## src/rtl/dcasr_pkg.sv

```systemverilog
// shared types and constants for the dual channel converter readout
`timescale 1ns / 1ps
`default_nettype none
package dcasr_pkg;

    localparam int CODE_W     = 16;
    localparam int SCALE_W    = 32;
    localparam int SCALE_FRAC = 24;
    localparam int DELAY_W    = 16;
    localparam int COUNT_W    = 32;
    localparam int CFG_DATA_W = 32;
    localparam int CFG_IDX_W  = 2;

    localparam logic [SCALE_W-1:0] SCALE_RESET = 32'h0100_0000;

    // positive and negative saturation limits of the code
    localparam logic [CODE_W-1:0] CODE_POS_MAX = 16'h7FFF;
    localparam logic [CODE_W-1:0] CODE_NEG_MAX = 16'h8000;

    typedef enum logic [CFG_IDX_W-1:0] {
        CFG_MIDPOINT    = 2'd0,
        CFG_SCALE       = 2'd1,
        CFG_READY_DELAY = 2'd2
    } t_cfg_idx;

    // pin levels carried with each beat
    typedef struct packed {
        logic conv;
        logic csn;
        logic sclk;
    } t_pins;

    // load enables of the pipeline stages behind the input register
    typedef struct packed {
        logic ld1;
        logic ld2;
        logic ld3;
    } t_pipe_en;

endpackage
`default_nettype wire

```

## src/rtl/dcasr_cfg.sv

```systemverilog
// configuration registers: midpoint, scale and ready delay
`timescale 1ns / 1ps
`default_nettype none
module dcasr_cfg #(
    parameter int SAMPLE_BITS = 24
) (
    input  wire logic                               i_clk,
    input  wire logic                               i_rst_n,
    input  wire logic                               i_cfg_we,
    input  wire logic [dcasr_pkg::CFG_IDX_W-1:0]    i_cfg_idx,
    input  wire logic [dcasr_pkg::CFG_DATA_W-1:0]   i_cfg_data,
    output logic signed [SAMPLE_BITS-1:0]           o_midpoint,
    output logic [dcasr_pkg::SCALE_W-1:0]           o_scale,
    output logic [dcasr_pkg::DELAY_W-1:0]           o_ready_delay
);
    import dcasr_pkg::*;

    logic signed [SAMPLE_BITS-1:0] r_midpoint;
    logic [SCALE_W-1:0]            r_scale;
    logic [DELAY_W-1:0]            r_ready_delay;

    always_ff @(posedge i_clk) begin
        if (!i_rst_n) begin
            r_midpoint    <= '0;
            r_scale       <= SCALE_RESET;
            r_ready_delay <= '0;
        end else if (i_cfg_we) begin
            case (i_cfg_idx)
                CFG_MIDPOINT:    r_midpoint    <= i_cfg_data[SAMPLE_BITS-1:0];
                CFG_SCALE:       r_scale       <= i_cfg_data[SCALE_W-1:0];
                CFG_READY_DELAY: r_ready_delay <= i_cfg_data[DELAY_W-1:0];
                default: begin
                end
            endcase
        end
    end

    assign o_midpoint    = r_midpoint;
    assign o_scale       = r_scale;
    assign o_ready_delay = r_ready_delay;

endmodule
`default_nettype wire

```

## src/rtl/dcasr_quant.sv

```systemverilog
// one channel quantizer: offset and magnitude, scale multiply, round and saturate
`timescale 1ns / 1ps
`default_nettype none
module dcasr_quant #(
    parameter int SAMPLE_BITS = 24
) (
    input  wire logic                            i_clk,
    input  wire dcasr_pkg::t_pipe_en             i_en,
    input  wire logic signed [SAMPLE_BITS-1:0]   i_sense,
    input  wire logic signed [SAMPLE_BITS-1:0]   i_midpoint,
    input  wire logic [dcasr_pkg::SCALE_W-1:0]   i_scale,
    output logic [dcasr_pkg::CODE_W-1:0]         o_code
);
    import dcasr_pkg::*;

    localparam int DIFF_W  = SAMPLE_BITS + 1;
    localparam int PROD_W  = SAMPLE_BITS + SCALE_W;
    localparam int ROUND_W = PROD_W + 1 - SCALE_FRAC;

    localparam logic [PROD_W:0]    HALF_LSB = (PROD_W + 1)'(1) << (SCALE_FRAC - 1);
    localparam logic [ROUND_W-1:0] POS_LIM  = ROUND_W'(CODE_POS_MAX);
    localparam logic [ROUND_W-1:0] NEG_LIM  = ROUND_W'(CODE_NEG_MAX);

    logic signed [DIFF_W-1:0]  diff;
    logic [DIFF_W-1:0]         diff_abs;
    logic [PROD_W:0]           rsum;
    logic [ROUND_W-1:0]        rmag;
    logic [CODE_W-1:0]         n_code;

    logic                      r_neg1;
    logic [SAMPLE_BITS-1:0]    r_mag1;
    logic                      r_neg2;
    logic [PROD_W-1:0]         r_prod2;
    logic [CODE_W-1:0]         r_code3;

    // magnitude of the offset sample fits SAMPLE_BITS bits
    assign diff     = DIFF_W'(i_sense) - DIFF_W'(i_midpoint);
    assign diff_abs = diff[DIFF_W-1] ? DIFF_W'(-diff) : DIFF_W'(diff);

    // round half away from zero on the magnitude
    assign rsum = {1'b0, r_prod2} + HALF_LSB;
    assign rmag = rsum[PROD_W:SCALE_FRAC];

    always_comb begin
        if (r_neg2) begin
            if (rmag > NEG_LIM) begin
                n_code = CODE_NEG_MAX;
            end else begin
                n_code = CODE_W'(-rmag[CODE_W-1:0]);
            end
        end else begin
            if (rmag > POS_LIM) begin
                n_code = CODE_POS_MAX;
            end else begin
                n_code = rmag[CODE_W-1:0];
            end
        end
    end

    always_ff @(posedge i_clk) begin
        if (i_en.ld1) begin
            r_neg1 <= diff[DIFF_W-1];
            r_mag1 <= diff_abs[SAMPLE_BITS-1:0];
        end
        if (i_en.ld2) begin
            r_neg2  <= r_neg1;
            r_prod2 <= PROD_W'(r_mag1) * PROD_W'(i_scale);
        end
        if (i_en.ld3) begin
            r_code3 <= n_code;
        end
    end

    assign o_code = r_code3;

endmodule
`default_nettype wire

```

## src/rtl/dcasr_state.sv

```systemverilog
// convert edge, ready timing and serial shifters; state doubles as the result register
`timescale 1ns / 1ps
`default_nettype none
module dcasr_state #(
    parameter int TIME_BITS = 32
) (
    input  wire logic                           i_clk,
    input  wire logic                           i_rst_n,
    input  wire logic                           i_step,
    input  wire dcasr_pkg::t_pins               i_pins,
    input  wire logic [TIME_BITS-1:0]           i_now,
    input  wire logic [TIME_BITS-1:0]           i_done_cand,
    input  wire logic [dcasr_pkg::CODE_W-1:0]   i_code_a,
    input  wire logic [dcasr_pkg::CODE_W-1:0]   i_code_b,
    output logic                                o_data_out_a,
    output logic                                o_data_out_b,
    output logic                                o_busy_res,
    output logic                                o_data_ready,
    output logic [dcasr_pkg::CODE_W-1:0]        o_last_code_a,
    output logic [dcasr_pkg::CODE_W-1:0]        o_last_code_b,
    output logic [dcasr_pkg::COUNT_W-1:0]       o_conversion_count
);
    import dcasr_pkg::*;

    logic [CODE_W-1:0]    r_shift_a, r_shift_b, n_shift_a, n_shift_b;
    logic                 r_bit_a, r_bit_b, n_bit_a, n_bit_b;
    logic [CODE_W-1:0]    r_held_a, r_held_b, n_held_a, n_held_b;
    logic                 r_converting, n_converting;
    logic                 r_ready, n_ready;
    logic [TIME_BITS-1:0] r_done_time, n_done_time;
    logic [COUNT_W-1:0]   r_count, n_count;
    logic                 r_prev_conv, r_prev_clk;

    logic                 conv_edge;
    logic                 shift_edge;
    logic                 busy_pre;
    logic [TIME_BITS-1:0] since_done;
    logic                 reached;
    logic [CODE_W-1:0]    load_a, load_b;

    always_comb begin
        conv_edge  = i_pins.conv & ~r_prev_conv;
        shift_edge = ~i_pins.csn & i_pins.sclk & ~r_prev_clk;

        n_done_time = conv_edge ? i_done_cand : r_done_time;
        busy_pre    = conv_edge | r_converting;
        // ready once now is at or past done time, modulo the time wrap
        since_done  = i_now - n_done_time;
        reached     = ~since_done[TIME_BITS-1];

        n_converting = busy_pre & ~reached;
        n_ready      = conv_edge ? reached : (r_ready | (r_converting & reached));
        n_count      = r_count + COUNT_W'(conv_edge);
        n_held_a     = conv_edge ? i_code_a : r_held_a;
        n_held_b     = conv_edge ? i_code_b : r_held_b;

        load_a = conv_edge ? i_code_a : r_shift_a;
        load_b = conv_edge ? i_code_b : r_shift_b;

        // msb first, zero fill
        if (shift_edge) begin
            n_bit_a   = load_a[CODE_W-1];
            n_bit_b   = load_b[CODE_W-1];
            n_shift_a = {load_a[CODE_W-2:0], 1'b0};
            n_shift_b = {load_b[CODE_W-2:0], 1'b0};
        end else begin
            n_bit_a   = r_bit_a;
            n_bit_b   = r_bit_b;
            n_shift_a = load_a;
            n_shift_b = load_b;
        end
    end

    always_ff @(posedge i_clk) begin
        if (!i_rst_n) begin
            r_shift_a    <= '0;
            r_shift_b    <= '0;
            r_bit_a      <= 1'b0;
            r_bit_b      <= 1'b0;
            r_held_a     <= '0;
            r_held_b     <= '0;
            r_converting <= 1'b0;
            r_ready      <= 1'b0;
            r_done_time  <= '0;
            r_count      <= '0;
            r_prev_conv  <= 1'b0;
            r_prev_clk   <= 1'b0;
        end else if (i_step) begin
            r_shift_a    <= n_shift_a;
            r_shift_b    <= n_shift_b;
            r_bit_a      <= n_bit_a;
            r_bit_b      <= n_bit_b;
            r_held_a     <= n_held_a;
            r_held_b     <= n_held_b;
            r_converting <= n_converting;
            r_ready      <= n_ready;
            r_done_time  <= n_done_time;
            r_count      <= n_count;
            r_prev_conv  <= i_pins.conv;
            r_prev_clk   <= i_pins.sclk;
        end
    end

    assign o_data_out_a       = r_bit_a;
    assign o_data_out_b       = r_bit_b;
    assign o_busy_res         = r_converting;
    assign o_data_ready       = r_ready;
    assign o_last_code_a      = r_held_a;
    assign o_last_code_b      = r_held_b;
    assign o_conversion_count = r_count;

endmodule
`default_nettype wire

```

## src/rtl/dual_channel_adc_serial_readout.sv

```systemverilog
// top level of the dual channel sampling converter with serial readout
`timescale 1ns / 1ps
`default_nettype none
// Each accepted beat carries one tick of pin levels and both sense samples and
// yields exactly one result beat. The path is five registers deep: input
// register, offset and magnitude, scale multiply, round and saturate, then the
// state update that also forms the result register. Throughput is one beat
// per cycle; each stage holds its beat only while the stage behind it is full
// and stalled. Configuration takes effect on the next clock and is to be
// written with the pipeline empty.
module dual_channel_adc_serial_readout #(
    parameter int SAMPLE_BITS = 24,
    parameter int TIME_BITS   = 32
) (
    input  wire logic                                  i_clk,
    input  wire logic                                  i_rst_n,
    input  wire logic                                  i_cfg_we,
    input  wire logic [dcasr_pkg::CFG_IDX_W-1:0]       i_cfg_idx,
    input  wire logic [dcasr_pkg::CFG_DATA_W-1:0]      i_cfg_data,
    input  wire logic                                  i_in_valid,
    output logic                                       o_in_ready,
    input  wire logic [TIME_BITS-1:0]                  i_time_now,
    input  wire logic                                  i_convert_start,
    input  wire logic                                  i_chip_select_n,
    input  wire logic                                  i_serial_clock,
    input  wire logic signed [SAMPLE_BITS-1:0]         i_sense_a,
    input  wire logic signed [SAMPLE_BITS-1:0]         i_sense_b,
    output logic                                       o_out_valid,
    input  wire logic                                  i_out_ready,
    output logic                                       o_data_out_a,
    output logic                                       o_data_out_b,
    output logic                                       o_busy_res,
    output logic                                       o_data_ready,
    output logic signed [dcasr_pkg::CODE_W-1:0]        o_last_code_a,
    output logic signed [dcasr_pkg::CODE_W-1:0]        o_last_code_b,
    output logic [dcasr_pkg::COUNT_W-1:0]              o_conversion_count
);
    import dcasr_pkg::*;

    logic signed [SAMPLE_BITS-1:0] midpoint;
    logic [SCALE_W-1:0]            scale;
    logic [DELAY_W-1:0]            ready_delay;

    logic [3:0] r_v;
    logic       r_out_v;
    logic       ld0, ld1, ld2, ld3, ld4;
    t_pipe_en   pipe_en;
    logic       step;

    t_pins                         r_p0_pins, r_p1_pins, r_p2_pins, r_p3_pins;
    logic [TIME_BITS-1:0]          r_p0_now, r_p1_now, r_p2_now, r_p3_now;
    logic [TIME_BITS-1:0]          r_p1_done, r_p2_done, r_p3_done;
    logic signed [SAMPLE_BITS-1:0] r_p0_sense_a, r_p0_sense_b;
    logic [CODE_W-1:0]             code_a, code_b;
    logic [CODE_W-1:0]             last_a, last_b;

    // a stage loads when empty or when its beat moves on
    assign ld4 = ~r_out_v | i_out_ready;
    assign ld3 = ~r_v[3] | ld4;
    assign ld2 = ~r_v[2] | ld3;
    assign ld1 = ~r_v[1] | ld2;
    assign ld0 = ~r_v[0] | ld1;

    assign pipe_en.ld1 = ld1;
    assign pipe_en.ld2 = ld2;
    assign pipe_en.ld3 = ld3;
    assign step        = ld4 & r_v[3];

    assign o_in_ready  = ld0;
    assign o_out_valid = r_out_v;

    always_ff @(posedge i_clk) begin
        if (!i_rst_n) begin
            r_v     <= '0;
            r_out_v <= 1'b0;
        end else begin
            if (ld0) begin
                r_v[0] <= i_in_valid;
            end
            if (ld1) begin
                r_v[1] <= r_v[0];
            end
            if (ld2) begin
                r_v[2] <= r_v[1];
            end
            if (ld3) begin
                r_v[3] <= r_v[2];
            end
            if (ld4) begin
                r_out_v <= r_v[3];
            end
        end
    end

    always_ff @(posedge i_clk) begin
        if (ld0) begin
            r_p0_pins    <= '{conv: i_convert_start, csn: i_chip_select_n,
                              sclk: i_serial_clock};
            r_p0_now     <= i_time_now;
            r_p0_sense_a <= i_sense_a;
            r_p0_sense_b <= i_sense_b;
        end
        if (ld1) begin
            r_p1_pins <= r_p0_pins;
            r_p1_now  <= r_p0_now;
            // candidate ready time, used only if this beat starts a conversion
            r_p1_done <= r_p0_now + TIME_BITS'(ready_delay);
        end
        if (ld2) begin
            r_p2_pins <= r_p1_pins;
            r_p2_now  <= r_p1_now;
            r_p2_done <= r_p1_done;
        end
        if (ld3) begin
            r_p3_pins <= r_p2_pins;
            r_p3_now  <= r_p2_now;
            r_p3_done <= r_p2_done;
        end
    end

    dcasr_cfg #(
        .SAMPLE_BITS (SAMPLE_BITS)
    ) u_cfg (
        .i_clk         (i_clk),
        .i_rst_n       (i_rst_n),
        .i_cfg_we      (i_cfg_we),
        .i_cfg_idx     (i_cfg_idx),
        .i_cfg_data    (i_cfg_data),
        .o_midpoint    (midpoint),
        .o_scale       (scale),
        .o_ready_delay (ready_delay)
    );

    dcasr_quant #(
        .SAMPLE_BITS (SAMPLE_BITS)
    ) u_quant_a (
        .i_clk      (i_clk),
        .i_en       (pipe_en),
        .i_sense    (r_p0_sense_a),
        .i_midpoint (midpoint),
        .i_scale    (scale),
        .o_code     (code_a)
    );

    dcasr_quant #(
        .SAMPLE_BITS (SAMPLE_BITS)
    ) u_quant_b (
        .i_clk      (i_clk),
        .i_en       (pipe_en),
        .i_sense    (r_p0_sense_b),
        .i_midpoint (midpoint),
        .i_scale    (scale),
        .o_code     (code_b)
    );

    dcasr_state #(
        .TIME_BITS (TIME_BITS)
    ) u_state (
        .i_clk              (i_clk),
        .i_rst_n            (i_rst_n),
        .i_step             (step),
        .i_pins             (r_p3_pins),
        .i_now              (r_p3_now),
        .i_done_cand        (r_p3_done),
        .i_code_a           (code_a),
        .i_code_b           (code_b),
        .o_data_out_a       (o_data_out_a),
        .o_data_out_b       (o_data_out_b),
        .o_busy_res         (o_busy_res),
        .o_data_ready       (o_data_ready),
        .o_last_code_a      (last_a),
        .o_last_code_b      (last_b),
        .o_conversion_count (o_conversion_count)
    );

    assign o_last_code_a = signed'(last_a);
    assign o_last_code_b = signed'(last_b);

endmodule
`default_nettype wire
```

## config.mk

```make
export PLATFORM = sky130hd
export DESIGN_NAME = dual_channel_adc_serial_readout
export DESIGN_NICKNAME = d
export VERILOG_FILES = /design/src/rtl/dcasr_pkg.sv /design/src/rtl/dcasr_cfg.sv /design/src/rtl/dcasr_quant.sv /design/src/rtl/dcasr_state.sv /design/src/rtl/dual_channel_adc_serial_readout.sv
export SDC_FILE = /design/constraint.sdc
export NUM_CORES = 2
export LEC_CHECK = 0
export CAP_MARGIN = 20
export CORE_MARGIN = 2
export CORE_UTILIZATION = 55
export CTS_CLUSTER_DIAMETER = 60
export DETAILED_ROUTE_END_ITERATION = 16
export DONT_BUFFER_PORTS = 1
export MAX_ROUTING_LAYER = met4
export PLACE_DENSITY = 0.7
export RECOVER_POWER = 100
export SYNTH_ARGS = -nofsm -noshare
export SYNTH_HDL_FRONTEND = slang
export SYNTH_HIERARCHICAL = 1
export SYNTH_SLANG_ARGS = --single-unit
```

## constraint.sdc

```tcl
create_clock -name i_clk -period 19.12 [get_ports i_clk]
set_input_delay 0.956 -clock i_clk [delete_from_list [all_inputs] [get_ports i_clk]]
set_output_delay 0.956 -clock i_clk [all_outputs]
set_load 0.02 [all_outputs]
```

==> flow_results.org <==
** Run status
- Outcome :: finished with violations
- Violations in the final reports :: max-capacitance violations, max-slew violations

** Place
- Post-detail-place hpwl :: 155700 µm
- Counting tap cells, the placed design contains a total of 9576 instances.
- Routability-driven placement finished with a final weighted congestion of 0.9756.
- Buffers placed on the I/O ports in this run total 0.

** CTS
- TritonCTS built the clock tree.
- Clock tree synthesis inserted a total of 78 buffers.
- Gates resized, CTS repair :: 0
- At the later pin of the worst-skew pair, clock insertion delay measures 680 ps.
- Once the clock tree was built, the setup fixing pass inserted 0 buffers.
- CTS placed an instance of sky130_fd_sc_hd__clkbuf_16 at the clock tree root.
- Clock-pin slew was measured on the worst setup and hold paths at 60 ps.
- The clock drives 645 sinks.
- CTS Hold Bufs :: 0
- Longest Clk Path Bufs :: 3
- H-tree levels :: 3

** Yosys
- Xor and xnor area share after synthesis :: 2.856%
- Averaged over all synthesized cells, the footprint is 9.742 µm².
- After synthesis, the largest family of logic cells by area is adder cells.
- Sorting the synthesized cells by area gives the leading types as sky130_fd_sc_hd__fa_1 34%, sky130_fd_sc_hd__edfxtp_1 17%, sky130_fd_sc_hd__ha_1 7.4%, sky130_fd_sc_hd__inv_1 7.2%, sky130_fd_sc_hd__and2_1 6.5%.
- Basic-gate share of the synthesized area counting and, or, nand and nor cells :: 16.18%
- Of the synthesized area, sequential elements account for 22.19%.
- The synthesized netlist contains 104 unique library cells.
- Synthesis inferred 645 register bits.
- The Yosys step of the flow raised 6 warnings.
- The portion of synthesized area spent on multiplexers is 1.598%.
- When the netlist entered floorplanning its net count stood at 9881.
- Library cell with the largest summed area after synthesis :: sky130_fd_sc_hd__fa_1
- After technology mapping, the gate count stands at 7982.
- Top-area cell type share of the netlist area :: 33.91%
- Summing the areas of all compound-gate instances in the mapped netlist gives 6.616% of the synthesized area.
- After synthesis, the share of flip-flops with an asynchronous set or reset is 0%.
- For this run, the leading register cell type out of synthesis is sky130_fd_sc_hd__edfxtp_1.
- Number of enable-type register cells in the synthesized netlist :: 434
- The cell area that synthesis handed to floorplanning was 0.07776 mm².
- Share of synthesized cell area in full adder, half adder and majority cells :: 41.31%

** Worst setup path
- Worst Path Max Fanout :: 37
- STA classifies the critical path startpoint as a flop.
- For the worst flop-to-flop path, the logic depth is 23.
- CP max stage cell :: sky130_fd_sc_hd__clkbuf_1
- For this run, the slowest stage of the critical path takes 1990 ps.
- Counting stages on the worst path, the most repeated cell is sky130_fd_sc_hd__fa_1.
- Data arrival time of the worst path :: 10650 ps
- Crit path kind :: reg -> reg
- Sequence of cells on the critical path :: clkbuf_1 -> nand2_1 -> fa_1 -> inv_1 -> fa_1 -> inv_1 -> fa_1 -> fa_1 -> inv_1 -> fa_1 -> fa_1 -> inv_1 -> fa_1 -> inv_1 -> ha_1 -> a21oi_1 -> o31a_1 -> o31a_1 -> a211oi_1 -> o31ai_1 -> o21ai_0 -> a2111oi_0 -> a211o_1
- STA classifies the critical path endpoint as a flop.
- For the worst setup path, the data required time is 19520 ps.

** Finish
- Fill count :: 11.86k
- Fraction of final layout cells with drive strength greater than 1 :: 3.416%
- Excluding fillers, the count of instances in the completed layout stands at 9726.
- The final layout contains 9681 nets.
- Area growth from synthesis to layout :: 5.342%

** STA
- Final Slew Violations :: 865
- Fin crit period :: 10250 ps
- Worst max-slew margin expressed relative to the limit :: -194.1%
- The tightest hold path in the finished design has a slack of 364.9 ps.
- Final number of hold-violating endpoints :: 0
- Fin crit share :: 53.61%
- Static timing analysis puts the maximum clock frequency at 0.09756 GHz.
- Setup repair after global routing left no endpoint under its margin.
- Clock skew after layout :: 39.18 ps
- Setup total negative slack :: 0 ps
- Setup violations remaining at the end of the flow were counted as 0.
- At the pin with the least slew margin, the transition time is 4412 ps.

** GRT
- The number of antenna violations at the first check in global routing was 6.
- Met1 Use GR :: 37.98%
- Number of global-route vias before repair :: 59.48k
- Across every metal layer, demand over resource in global routing totals 30.68%.
- Global routing used 7.394% of the available met3 tracks.
- Wire length of the first global-routing pass :: 334100 µm
- Aggregate global routing overflow :: 0
- Met2 usage in global routing :: 48.91%
- Most utilized layer in the global route result :: met2
- Entering global routing, the biggest net connects 116 pins.

** Run
- Max-cap viol count :: 22

** Floorplanning
- Number of rows in the core area :: 137
- For this configuration, the core starts out at a cell density of 55.59%.
- Width of the chip :: 380.0 µm
- The die covers 0.1444 mm².
- The die is 380.0 µm tall.
- The floorplan step defined a core boundary enclosing 0.1399 mm².
- 192 I/O pins were placed.

** Power and ir drop
- Static leakage :: 38.42 nW
- The design draws 7.827 mW.
- Power per cell area :: 95.55 mW/mm²
- VDD sags by at most 0.09041 mV.

** Detailed routing
- In the routed design, unresolved DRC markers number 0.
- Dividing the detail-routed via count by the number of cells gives 5.705.
- For this run, the detailed router's first-pass iteration total came to 6.
- Routed wirelength normalized by instance count :: 21.77 µm
- Total Routed Length :: 211700 µm
- Number of nets still failing antenna checks after routing :: 0
- First DRT Iteration DRCs :: 4386
- Vias after detailed routing :: 55.49k

** Min path
- WHS Path Cells :: 0
- The path class of the tightest hold or removal check is in -> reg.
## report_power, final
part / switching [mW] / internal [mW]
combinational: 2.80 / 1.60
sequential: 0.202 / 1.76
clock: 0.636 / 0.830
total: 3.64 / 4.19
## worst max-delay path: cells and delay by family, from the launching register on
kind	cells	cell delay [ps]
AND/OR/NAND/NOR	1	250
AO/OA/AOI/OAI	8	2450
adder cells (fa/ha/maj)	8	4200
buffers and inverters	6	2290
flip-flops	1	770
## layout make-up
| type | count | area [µm²] | area share [%] |
|---|---|---|---|
| Multi-Input combinational cell | 5459 | 53210 | 64.96 |
| Sequential cell | 645 | 17270 | 21.08 |
| Inverter | 1498 | 5627 | 6.869 |
| Tap cell | 1876 | 2347 | 2.866 |
| Clock buffer | 98 | 2098 | 2.562 |
| Timing Repair Buffer | 100 | 854.6 | 1.043 |
| Clock inverter | 46 | 493.0 | 0.6018 |
| Antenna cell | 4 | 10.01 | 0.01222 |
## stage by stage
step / cell area, µm² / utilization, % / setup WS (ps)
final: 81910 / 58.56 / 8870
after CTS: 82110 / 58.70 / 9968
after global placement: 79300 / 56.69 / 10320
after global routing: 81910 / 58.56 / 8505
after floorplan: 77760 / - / 11960
after detailed placement: 79520 / 56.85 / 10020
## synthesized netlist by cell type, types with 96 or more instances
cell type                  number
sky130_fd_sc_hd__a21oi_1      246
sky130_fd_sc_hd__edfxtp_1     434
sky130_fd_sc_hd__nand2_1     1130
sky130_fd_sc_hd__nor2_1       197
sky130_fd_sc_hd__clkbuf_1     327
sky130_fd_sc_hd__dfxtp_1      211
sky130_fd_sc_hd__xnor2_1      155
sky130_fd_sc_hd__xor2_1        96
sky130_fd_sc_hd__and2_1       802
sky130_fd_sc_hd__mux2i_1      117
sky130_fd_sc_hd__fa_1        1317
sky130_fd_sc_hd__inv_1       1497
sky130_fd_sc_hd__ha_1         460
sky130_fd_sc_hd__o21ai_0      112
## state kept, by name (all words and copies together), names as in the netlist, 32 cells and up
signal                      cells
u_quant_a/r_prod2              33
u_quant_b/r_prod2              33
r_p0_now                       32
r_p1_done                      32
r_p1_now                       32
r_p2_done                      32
r_p2_now                       32
r_p3_done                      32
r_p3_now                       32
u_cfg/o_scale                  32
u_state/o_conversion_count     32
u_state/r_done_time            32
## layout by cell type (no fill, tap or decap), types with 15 or more instances in the layout
master,n
sky130_fd_sc_hd__nor4_1,22
sky130_fd_sc_hd__xor2_1,96
sky130_fd_sc_hd__buf_4,74
sky130_fd_sc_hd__o21bai_1,17
sky130_fd_sc_hd__xnor2_1,155
sky130_fd_sc_hd__o211ai_1,15
sky130_fd_sc_hd__o31ai_1,18
sky130_fd_sc_hd__a31oi_1,23
sky130_fd_sc_hd__fa_1,1317
sky130_fd_sc_hd__clkbuf_1,31
sky130_fd_sc_hd__o21ai_0,118
sky130_fd_sc_hd__dfxtp_1,201
sky130_fd_sc_hd__and3_1,47
sky130_fd_sc_hd__nand2_1,1129
sky130_fd_sc_hd__nor2b_1,26
sky130_fd_sc_hd__nand2b_1,17
sky130_fd_sc_hd__or3_1,19
sky130_fd_sc_hd__mux2i_1,117
sky130_fd_sc_hd__nand4_1,56
sky130_fd_sc_hd__nor3_1,45
sky130_fd_sc_hd__a211oi_1,60
sky130_fd_sc_hd__and2_1,797
sky130_fd_sc_hd__a22oi_1,58
sky130_fd_sc_hd__nand3_1,95
sky130_fd_sc_hd__a21o_1,77
sky130_fd_sc_hd__edfxtp_1,434
sky130_fd_sc_hd__clkbuf_16,79
sky130_fd_sc_hd__ha_1,460
sky130_fd_sc_hd__o21a_1,25
sky130_fd_sc_hd__nor2_1,197
sky130_fd_sc_hd__inv_1,1495
sky130_fd_sc_hd__a21oi_1,247
## logic make-up after synthesis
| logic type | Yosys count |
|---|---|
| compound gates | 779 |
| xor+xnor | 252 |
| fa+ha+maj | 1777 |
| buf+inv | 1878 |
| flops | 645 |
| mux | 123 |
| simple gates | 2528 |
## layer usage
metal / share of wire [%] / vias up
met5: 0 / -
met4: 4.3 / 0
met3: 9.3 / 556
met2: 47 / 2436
met1: 39 / 28003
li1: - / 24495
## final timing paths
path,endpoint,slack (ps),from
max reg2reg,u_quant_a/r_prod2[50],8870,u_cfg/o_scale[24]
max,u_quant_a/r_prod2[50],8870,u_cfg/o_scale[24]
min reg2reg,r_p2_done[27],390,r_p1_done[27]
min,r_p0_now[0],360,i_time_now[0]
No activity file was read; power rests on OpenSTA's default activity.
